File: config.mk
export PLATFORM = sky130hd
export DESIGN_NAME = ternary_weight_dot_product_flat
export DESIGN_NICKNAME = d
export VERILOG_FILES = /design/src/rtl/core/twdp_pkg.sv /design/src/rtl/core/twdp_if.sv /design/src/rtl/core/twdp_lane_sum.sv /design/src/rtl/core/ternary_weight_dot_product.sv /design/src/flat_wrapper.sv
export SDC_FILE = /design/constraint.sdc
export NUM_CORES = 1
export LEC_CHECK = 0
export BUFFER_PORTS_ARGS = -buffer_cell sky130_fd_sc_hd__buf_2
export CAP_MARGIN = 5
export CORE_MARGIN = 2
export CORE_UTILIZATION = 50
export CTS_BUF_LIST = sky130_fd_sc_hd__clkbuf_4
export DETAILED_ROUTE_END_ITERATION = 12
export PLACE_DENSITY = 0.7
export SYNTH_ARGS = -nofsm -noshare
export SYNTH_HDL_FRONTEND = slang
export SYNTH_SLANG_ARGS = --single-unit
File: constraint.sdc
create_clock -name clk -period 17.4 [get_ports clk]
set_input_delay 0 -clock clk [delete_from_list [all_inputs] [get_ports clk]]
set_output_delay 0 -clock clk [all_outputs]
set_load 0.02 [all_outputs]
File: src/rtl/core/twdp_pkg.sv
// Shared types and constants for the ternary weight dot product.
`default_nettype none

package twdp_pkg;

  // Fixed datapath sizes.
  localparam int LANES     = 4;
  localparam int ACT_WIDTH = 16;
  localparam int ACC_WIDTH = 32;
  localparam int WT_WIDTH  = 2;
  localparam int CNT_WIDTH = 3;

  // One lane sum can reach LANES times the largest activation magnitude.
  localparam int SUM_WIDTH = ACT_WIDTH + $clog2(LANES) + 1;

  // Weight codes that contribute; every other code contributes nothing.
  localparam logic [WT_WIDTH-1:0] WT_POS = 2'b01;
  localparam logic [WT_WIDTH-1:0] WT_NEG = 2'b11;

  // Accumulator limits.
  localparam logic signed [ACC_WIDTH-1:0] ACC_MAX = {1'b0, {(ACC_WIDTH-1){1'b1}}};
  localparam logic signed [ACC_WIDTH-1:0] ACC_MIN = {1'b1, {(ACC_WIDTH-1){1'b0}}};

  typedef logic signed [ACT_WIDTH-1:0] act_t;
  typedef logic [WT_WIDTH-1:0]         wt_t;
  typedef logic [CNT_WIDTH-1:0]        cnt_t;
  typedef logic signed [SUM_WIDTH-1:0] lane_sum_t;
  typedef logic signed [ACC_WIDTH-1:0] acc_t;

endpackage

`default_nettype wire

File: src/rtl/core/twdp_if.sv
// Valid/ready channel interfaces for the input and result beats.
`default_nettype none

interface twdp_in_if;
  import twdp_pkg::*;

  logic                           valid;
  logic                           ready;
  logic signed [ACT_WIDTH-1:0]    act0;
  logic signed [ACT_WIDTH-1:0]    act1;
  logic signed [ACT_WIDTH-1:0]    act2;
  logic signed [ACT_WIDTH-1:0]    act3;
  logic signed [WT_WIDTH-1:0]     wt0;
  logic signed [WT_WIDTH-1:0]     wt1;
  logic signed [WT_WIDTH-1:0]     wt2;
  logic signed [WT_WIDTH-1:0]     wt3;
  logic        [CNT_WIDTH-1:0]    valid_lanes;
  logic                           last_item;

  modport source (
    output valid, act0, act1, act2, act3, wt0, wt1, wt2, wt3, valid_lanes, last_item,
    input  ready
  );
  modport sink (
    input  valid, act0, act1, act2, act3, wt0, wt1, wt2, wt3, valid_lanes, last_item,
    output ready
  );
endinterface

interface twdp_out_if;
  import twdp_pkg::*;

  logic                        valid;
  logic                        ready;
  logic signed [ACC_WIDTH-1:0] dot_sum;
  logic                        saturated;

  modport source (output valid, dot_sum, saturated, input ready);
  modport sink   (input valid, dot_sum, saturated, output ready);
endinterface

`default_nettype wire

File: src/rtl/core/twdp_lane_sum.sv
// Combinational signed sum of the enabled lanes of one input beat.
`default_nettype none

module twdp_lane_sum (
  input  twdp_pkg::act_t      act [twdp_pkg::LANES],
  input  twdp_pkg::wt_t       wt  [twdp_pkg::LANES],
  input  twdp_pkg::cnt_t      valid_lanes,
  output twdp_pkg::lane_sum_t sum
);
  import twdp_pkg::*;

  // Each leading lane adds, subtracts or skips its activation.
  // A lane count above LANES simply enables every lane.
  always_comb begin
    lane_sum_t ext;
    sum = '0;
    for (int i = 0; i < LANES; i++) begin
      ext = {{(SUM_WIDTH-ACT_WIDTH){act[i][ACT_WIDTH-1]}}, act[i]};
      if (valid_lanes > CNT_WIDTH'(i)) begin
        case (wt[i])
          WT_POS:  sum = sum + ext;
          WT_NEG:  sum = sum - ext;
          default: sum = sum;
        endcase
      end
    end
  end

endmodule

`default_nettype wire

File: src/rtl/core/ternary_weight_dot_product.sv
// Top level: multiply-free dot product of Q8.8 activations with ternary weights.
//
// Usage: each input beat on in_ch carries four signed Q8.8 activations, four
// two-bit weights (+1 adds, -1 subtracts, 0 and the unused code skip), a count
// of leading lanes that take part, and a last flag. Lane sums accumulate into a
// 32-bit saturating accumulator. A beat with last_item set produces one result
// beat on out_ch: the Q24.8 sum including that beat, plus a flag that is set if
// the accumulator clipped anywhere in the run; the run state then clears.
// A last beat passes from the input register to the result register on out_ch.
// Throughput: one input beat per cycle while no last beat waits on a stalled
// out_ch, set by the single accumulate-and-saturate step between the two
// registers. Non-last beats never wait on out_ch. When out_ch stalls with a
// result pending, a new last beat stays in the input register and in_ch.ready
// drops until the result is taken. Synchronous reset clears the accumulator,
// the clip flag and all valid flags; no beat is pending after reset.
`default_nettype none

module ternary_weight_dot_product (
  input  wire          clk,
  input  wire          rst,
  twdp_in_if.sink      in_ch,
  twdp_out_if.source   out_ch
);
  import twdp_pkg::*;

  // Input register.
  logic      s1_valid;
  act_t      s1_act [LANES];
  wt_t       s1_wt  [LANES];
  cnt_t      s1_lanes;
  logic      s1_last;

  // Run state and result register.
  acc_t      acc;
  logic      clip_seen;
  logic      out_valid;
  acc_t      out_sum;
  logic      out_sat;

  lane_sum_t lane_sum;
  logic signed [ACC_WIDTH:0] wide_sum;
  acc_t      acc_next;
  logic      clip_now;
  logic      out_free;
  logic      s1_go;
  logic      in_take;

  // Handshake: only a last beat needs room in the result register.
  assign out_free = !out_valid || out_ch.ready;
  assign s1_go    = s1_valid && (!s1_last || out_free);
  assign in_take  = in_ch.valid && in_ch.ready;
  assign in_ch.ready = !s1_valid || s1_go;

  // Capture an input beat.
  always_ff @(posedge clk) begin
    if (rst) begin
      s1_valid <= 1'b0;
    end else if (in_ch.ready) begin
      s1_valid <= in_ch.valid;
    end
    if (in_take) begin
      s1_act[0] <= in_ch.act0;
      s1_act[1] <= in_ch.act1;
      s1_act[2] <= in_ch.act2;
      s1_act[3] <= in_ch.act3;
      s1_wt[0]  <= in_ch.wt0;
      s1_wt[1]  <= in_ch.wt1;
      s1_wt[2]  <= in_ch.wt2;
      s1_wt[3]  <= in_ch.wt3;
      s1_lanes  <= in_ch.valid_lanes;
      s1_last   <= in_ch.last_item;
    end
  end

  twdp_lane_sum u_lane_sum (
    .act         (s1_act),
    .wt          (s1_wt),
    .valid_lanes (s1_lanes),
    .sum         (lane_sum)
  );

  // Add one guard bit and clip to the accumulator range.
  always_comb begin
    wide_sum = {acc[ACC_WIDTH-1], acc}
             + {{(ACC_WIDTH+1-SUM_WIDTH){lane_sum[SUM_WIDTH-1]}}, lane_sum};
    clip_now = wide_sum[ACC_WIDTH] != wide_sum[ACC_WIDTH-1];
    if (!clip_now) begin
      acc_next = wide_sum[ACC_WIDTH-1:0];
    end else if (wide_sum[ACC_WIDTH]) begin
      acc_next = ACC_MIN;
    end else begin
      acc_next = ACC_MAX;
    end
  end

  // Accumulate, and on a last beat load the result and clear the run.
  always_ff @(posedge clk) begin
    if (rst) begin
      acc       <= '0;
      clip_seen <= 1'b0;
      out_valid <= 1'b0;
    end else begin
      if (s1_go) begin
        if (s1_last) begin
          acc       <= '0;
          clip_seen <= 1'b0;
        end else begin
          acc       <= acc_next;
          clip_seen <= clip_seen || clip_now;
        end
      end
      if (s1_go && s1_last) begin
        out_valid <= 1'b1;
      end else if (out_ch.ready) begin
        out_valid <= 1'b0;
      end
    end
    if (s1_go && s1_last) begin
      out_sum <= acc_next;
      out_sat <= clip_seen || clip_now;
    end
  end

  assign out_ch.valid     = out_valid;
  assign out_ch.dot_sum   = out_sum;
  assign out_ch.saturated = out_sat;

  // A finished run always leaves a cleared accumulator and clip flag.
  a_run_clears: assert property (@(posedge clk) disable iff (rst)
    s1_go && s1_last |=> acc == '0 && !clip_seen)
    else $error("run state not cleared after last beat");

  // A last beat leaving the input register always yields a pending result.
  a_result_loaded: assert property (@(posedge clk) disable iff (rst)
    s1_go && s1_last |=> out_valid)
    else $error("last beat did not produce a result");

  // A held input beat blocks new input.
  a_hold_blocks: assert property (@(posedge clk) disable iff (rst)
    s1_valid && !s1_go |-> !in_ch.ready)
    else $error("input accepted over a held beat");

  // The clip flag is sticky within a run.
  a_clip_sticky: assert property (@(posedge clk) disable iff (rst)
    clip_seen && !(s1_go && s1_last) |=> clip_seen)
    else $error("clip flag dropped inside a run");

  // A non-last beat never waits on the result channel.
  a_no_false_stall: assert property (@(posedge clk) disable iff (rst)
    s1_valid && !s1_last |-> s1_go)
    else $error("non-last beat stalled");

endmodule

`default_nettype wire

File: src/flat_wrapper.sv
// flat-port wrapper written by rule: the top's interface ports become plain ports
module ternary_weight_dot_product_flat import twdp_pkg::*;
  (clk, rst, in_ch_valid, in_ch_act0, in_ch_act1, in_ch_act2, in_ch_act3, in_ch_wt0, in_ch_wt1, in_ch_wt2, in_ch_wt3, in_ch_valid_lanes, in_ch_last_item, in_ch_ready, out_ch_valid, out_ch_dot_sum, out_ch_saturated, out_ch_ready);
  twdp_in_if in_ch_i ();
  twdp_out_if out_ch_i ();
  input  wire clk;
  input  wire rst;
  input wire logic [$bits(in_ch_i.valid)-1:0] in_ch_valid;
  input wire logic [$bits(in_ch_i.act0)-1:0] in_ch_act0;
  input wire logic [$bits(in_ch_i.act1)-1:0] in_ch_act1;
  input wire logic [$bits(in_ch_i.act2)-1:0] in_ch_act2;
  input wire logic [$bits(in_ch_i.act3)-1:0] in_ch_act3;
  input wire logic [$bits(in_ch_i.wt0)-1:0] in_ch_wt0;
  input wire logic [$bits(in_ch_i.wt1)-1:0] in_ch_wt1;
  input wire logic [$bits(in_ch_i.wt2)-1:0] in_ch_wt2;
  input wire logic [$bits(in_ch_i.wt3)-1:0] in_ch_wt3;
  input wire logic [$bits(in_ch_i.valid_lanes)-1:0] in_ch_valid_lanes;
  input wire logic [$bits(in_ch_i.last_item)-1:0] in_ch_last_item;
  output wire logic [$bits(in_ch_i.ready)-1:0] in_ch_ready;
  output wire logic [$bits(out_ch_i.valid)-1:0] out_ch_valid;
  output wire logic [$bits(out_ch_i.dot_sum)-1:0] out_ch_dot_sum;
  output wire logic [$bits(out_ch_i.saturated)-1:0] out_ch_saturated;
  input wire logic [$bits(out_ch_i.ready)-1:0] out_ch_ready;
  assign in_ch_i.valid = in_ch_valid;
  assign in_ch_i.act0 = in_ch_act0;
  assign in_ch_i.act1 = in_ch_act1;
  assign in_ch_i.act2 = in_ch_act2;
  assign in_ch_i.act3 = in_ch_act3;
  assign in_ch_i.wt0 = in_ch_wt0;
  assign in_ch_i.wt1 = in_ch_wt1;
  assign in_ch_i.wt2 = in_ch_wt2;
  assign in_ch_i.wt3 = in_ch_wt3;
  assign in_ch_i.valid_lanes = in_ch_valid_lanes;
  assign in_ch_i.last_item = in_ch_last_item;
  assign in_ch_ready = in_ch_i.ready;
  assign out_ch_valid = out_ch_i.valid;
  assign out_ch_dot_sum = out_ch_i.dot_sum;
  assign out_ch_saturated = out_ch_i.saturated;
  assign out_ch_i.ready = out_ch_ready;
  ternary_weight_dot_product u_core (.clk(clk), .rst(rst), .in_ch(in_ch_i), .out_ch(out_ch_i));
endmodule
==> flow_summary.json <==
{
  "status": "finished, final reports clean",
  "hold_violations": 0,
  "antenna_found_initial": 1,
  "num_rows": 54,
  "avgSynthCellArea_um2": 9.15,
  "yosysSeqAreaShare_pct": 35.9,
  "ys_ff_latch": 144,
  "finalClockSkew_ns": 0.0193,
  "power.leakage_uw": 0.00551,
  "syn-cell-area_um2": 11100,
  "power.density_nw_per_um2": 98.1,
  "rsz0062_at_grt": "no",
  "ff2ff_path_depth": 42,
  "synthAdderAreaFrac_pct": 11.2,
  "peakVddDrop_uv": 60.1,
  "gr-total-overflow": 0,
  "crit_required_ns": 17.68,
  "area_growth_pct": 16.8,
  "synth_compound_area_share_pct": 22.7,
  "clockRootBuffer": "clkbuf_4",
  "synth_fp_nets": 1385,
  "tns_ns": 0,
  "clk_pin_slew_worst_paths_ns": 0.15,
  "synth.area.top_cells": "edfxtp_1 30%, ha_1 11%, dfxtp_1 6.3%",
  "max_freq_mhz": 98.2,
  "first_pass_iters": 7,
  "setup_violations": 0,
  "dp_hpwl_um": 20300,
  "synthSimpleGateAreaFrac_pct": 15.6,
  "fin_cells": 1681,
  "layout_worst_path_cycle_share_pct": 58.5,
  "yosysMostFrequentCell": "nand2_1",
  "path_class": "flop to flop",
  "critPathMaxStageDelay_ns": 0.67,
  "grt_pass1_wl_um": 45300,
  "gr-usage-all-layers_pct": 23.7,
  "crit_path_end_kind": "flop",
  "holdPathEnd": "u_core.s1_act[62]",
  "utilization_pct": 59.4,
  "critPathSlowestCell": "edfxtp_1",
  "slew_headroom_pct": 31.1,
  "drc": 0,
  "gp_congestion": 0.896,
  "postCtsSetupRepairBufs": 0,
  "maxSlewViolCount": 0,
  "max_cap_viol_count": 0,
  "r2r_slack_ns": 7.21,
  "ant_nets": 0,
  "die_w_um": 153,
  "cts_made_buffers": 17,
  "synth_edf_count": 109,
  "worstSkewPairLatency_ns": 0.58,
  "clock-sinks": 144,
  "min_path_cells": 2,
  "hp-start": "in_ch_act0[14]",
  "avgRoutedWirePerCell_um": 16.5,
  "synthXorXnorAreaFrac_pct": 9.43,
  "synth_mux_area_share_pct": 1.86,
  "postSynthCellCount": 1208,
  "post-place-cells": 1568,
  "cts_buffer_depth": 2,
  "via_per_inst": 5.77,
  "crit_top_cell": "o21a_1",
  "synth.distinct_cells": 71,
  "worstHoldPathType": "input pin to flop",
  "drive_gt1_share_pct": 13.3,
  "first_global_vias": 9274,
  "yosysTopAreaCell": "edfxtp_1",
  "worst_pin_slew_ns": 1.03,
  "synth_ff_type": "edfxtp_1",
  "io_pins": 115,
  "num_vias": 9694,
  "ctsHtreeMaxLevel": 4,
  "synth_top_family_by_area": "compound AO/OA/AOI/OAI gates",
  "worstPathArrival_ns": 10.47,
  "drtIter0Drc": 500,
  "synthTopCellsByCount": "112 x nand2_1, 109 x edfxtp_1, 102 x nor2_1, 97 x a21oi_1, 93 x ha_1",
  "start_kind": "flop",
  "final_nets": 1564,
  "r2r-start": "u_core.s1_wt[7]",
  "worst_r2r_endpoint": "u_core.out_ch.dot_sum[12]",
  "grt_max_degree": 75,
  "ys_async_sr_fraction_pct": 0,
  "numPortBuffers": 114,
  "synth_top_area_share_pct": 29.6,
  "die_height_um": 153,
  "cts_tree": "built",
  "critPathMaxFanout": 39,
  "finalCriticalPeriod_ns": 10.19,
  "synth.yosys.warnings": 0,
  "initial_core_util_pct": 50.8,
  "core_area_um2": 21800,
  "postRouteWirelength_um": 27700,
  "die_area_um2": 23300
}
[worst max-delay path, delay by kind of cell, from the launching register on]
kind | cells | cell delay [ns]
flops | 1 | 0.67
fa+ha+maj | 4 | 1.19
buf+inv | 4 | 1.00
xor+xnor | 2 | 0.26
compound gates | 23 | 4.77
simple gates | 9 | 1.97
[timing repair]
action,4_1_cts,5_1_grt
endpoints found under the hold margin,82,0
gates resized for setup,0,0
hold buffers,80,0
[final cells by class]
cell class,count,area [um2]
fillers,1899,8830
multi-input cells,982,6740
flip-flops and latches,144,3970
repair buffers,201,1420
well taps,280,350
inverters,41,154
clock inverters,15,145
clock buffers,17,128
diodes,1,2.50
[how the worst max path moves through the flow]
stage / startpoint / end / slack, ns / cells after the start
finish: u_core.s1_wt[7] / u_core.out_ch.dot_sum[12] / 7.21 / 42
global route: u_core.s1_wt[7] / u_core.out_ch.dot_sum[15] / 6.36 / 42
CTS: u_core.s1_wt[7] / u_core.out_ch.dot_sum[19] / 7.33 / 42
detailed placement: u_core.s1_wt[7] / u_core.out_ch.dot_sum[19] / 7.38 / 42
global placement: u_core.s1_wt[7] / u_core.out_ch.dot_sum[11] / 7.61 / 41
floorplan: u_core.s1_lanes[2] / u_core.out_ch.saturated / 8.22 / 44
[registers in the layout, summed over array words and instances (netlist names)]
name	count
u_core.s1_valid	1
u_core.s1_act	64
u_core.out_ch.saturated	1
u_core.s1_lanes	3
u_core.s1_wt	8
u_core.out_ch.dot_sum	32
u_core.out_ch.valid	1
u_core.acc	32
u_core.clip_seen	1
u_core.s1_last	1
[report_power, final]
group	internal, uW	switching (uW)
combinational	252	360
sequential	416	19.8
clock	75.8	144
[cells in the final DEF, fill, tap and decap left out, drive strengths merged, types with 17 or more instances in the layout]
master         n
buf          121
nor2         102
nand3         34
clkbuf        17
inv           52
ha            93
o311ai        32
nor3          32
o21ai         93
a21oi         99
a21o          37
dlygate4sd3   80
nand2        112
xnor2         65
a211oi        17
dfxtp         35
edfxtp       109
o21a          18
xor2          54
[metrics by stage]
stage / setup slack [ns] / instance area (um2) / power, uW / hold WS (ns)
after floorplan: 8.22 / 11100 / 902 / 0.0691
after global placement: 7.61 / 11800 / 1020 / 0.176
after detailed placement: 7.38 / 11800 / 1030 / 0.178
after CTS: 7.33 / 12900 / 1270 / 0.0727
after global routing: 6.36 / 12900 / 1360 / 0.0628
final: 7.21 / 12900 / 1270 / 0.114
[metal layers]
layer  up-vias  global-route usage, %  routed length, um
li1       4859                      -                  -
met1      4555                   31.5              12900
met2       254                   40.3              13100
met3        26                   4.04               1270
met4         0                   6.17                369
met5         -                      0                  0
[logic make-up after synthesis]
group                    after synthesis
AO/OA/AOI/OAI                        383
AND/OR/NAND/NOR                      364
flip-flops                           144
XOR/XNOR                             119
adder cells (fa/ha/maj)               97
buffers and inverters                 82
multiplexers                          19
(Power assumes the default switching activity.)
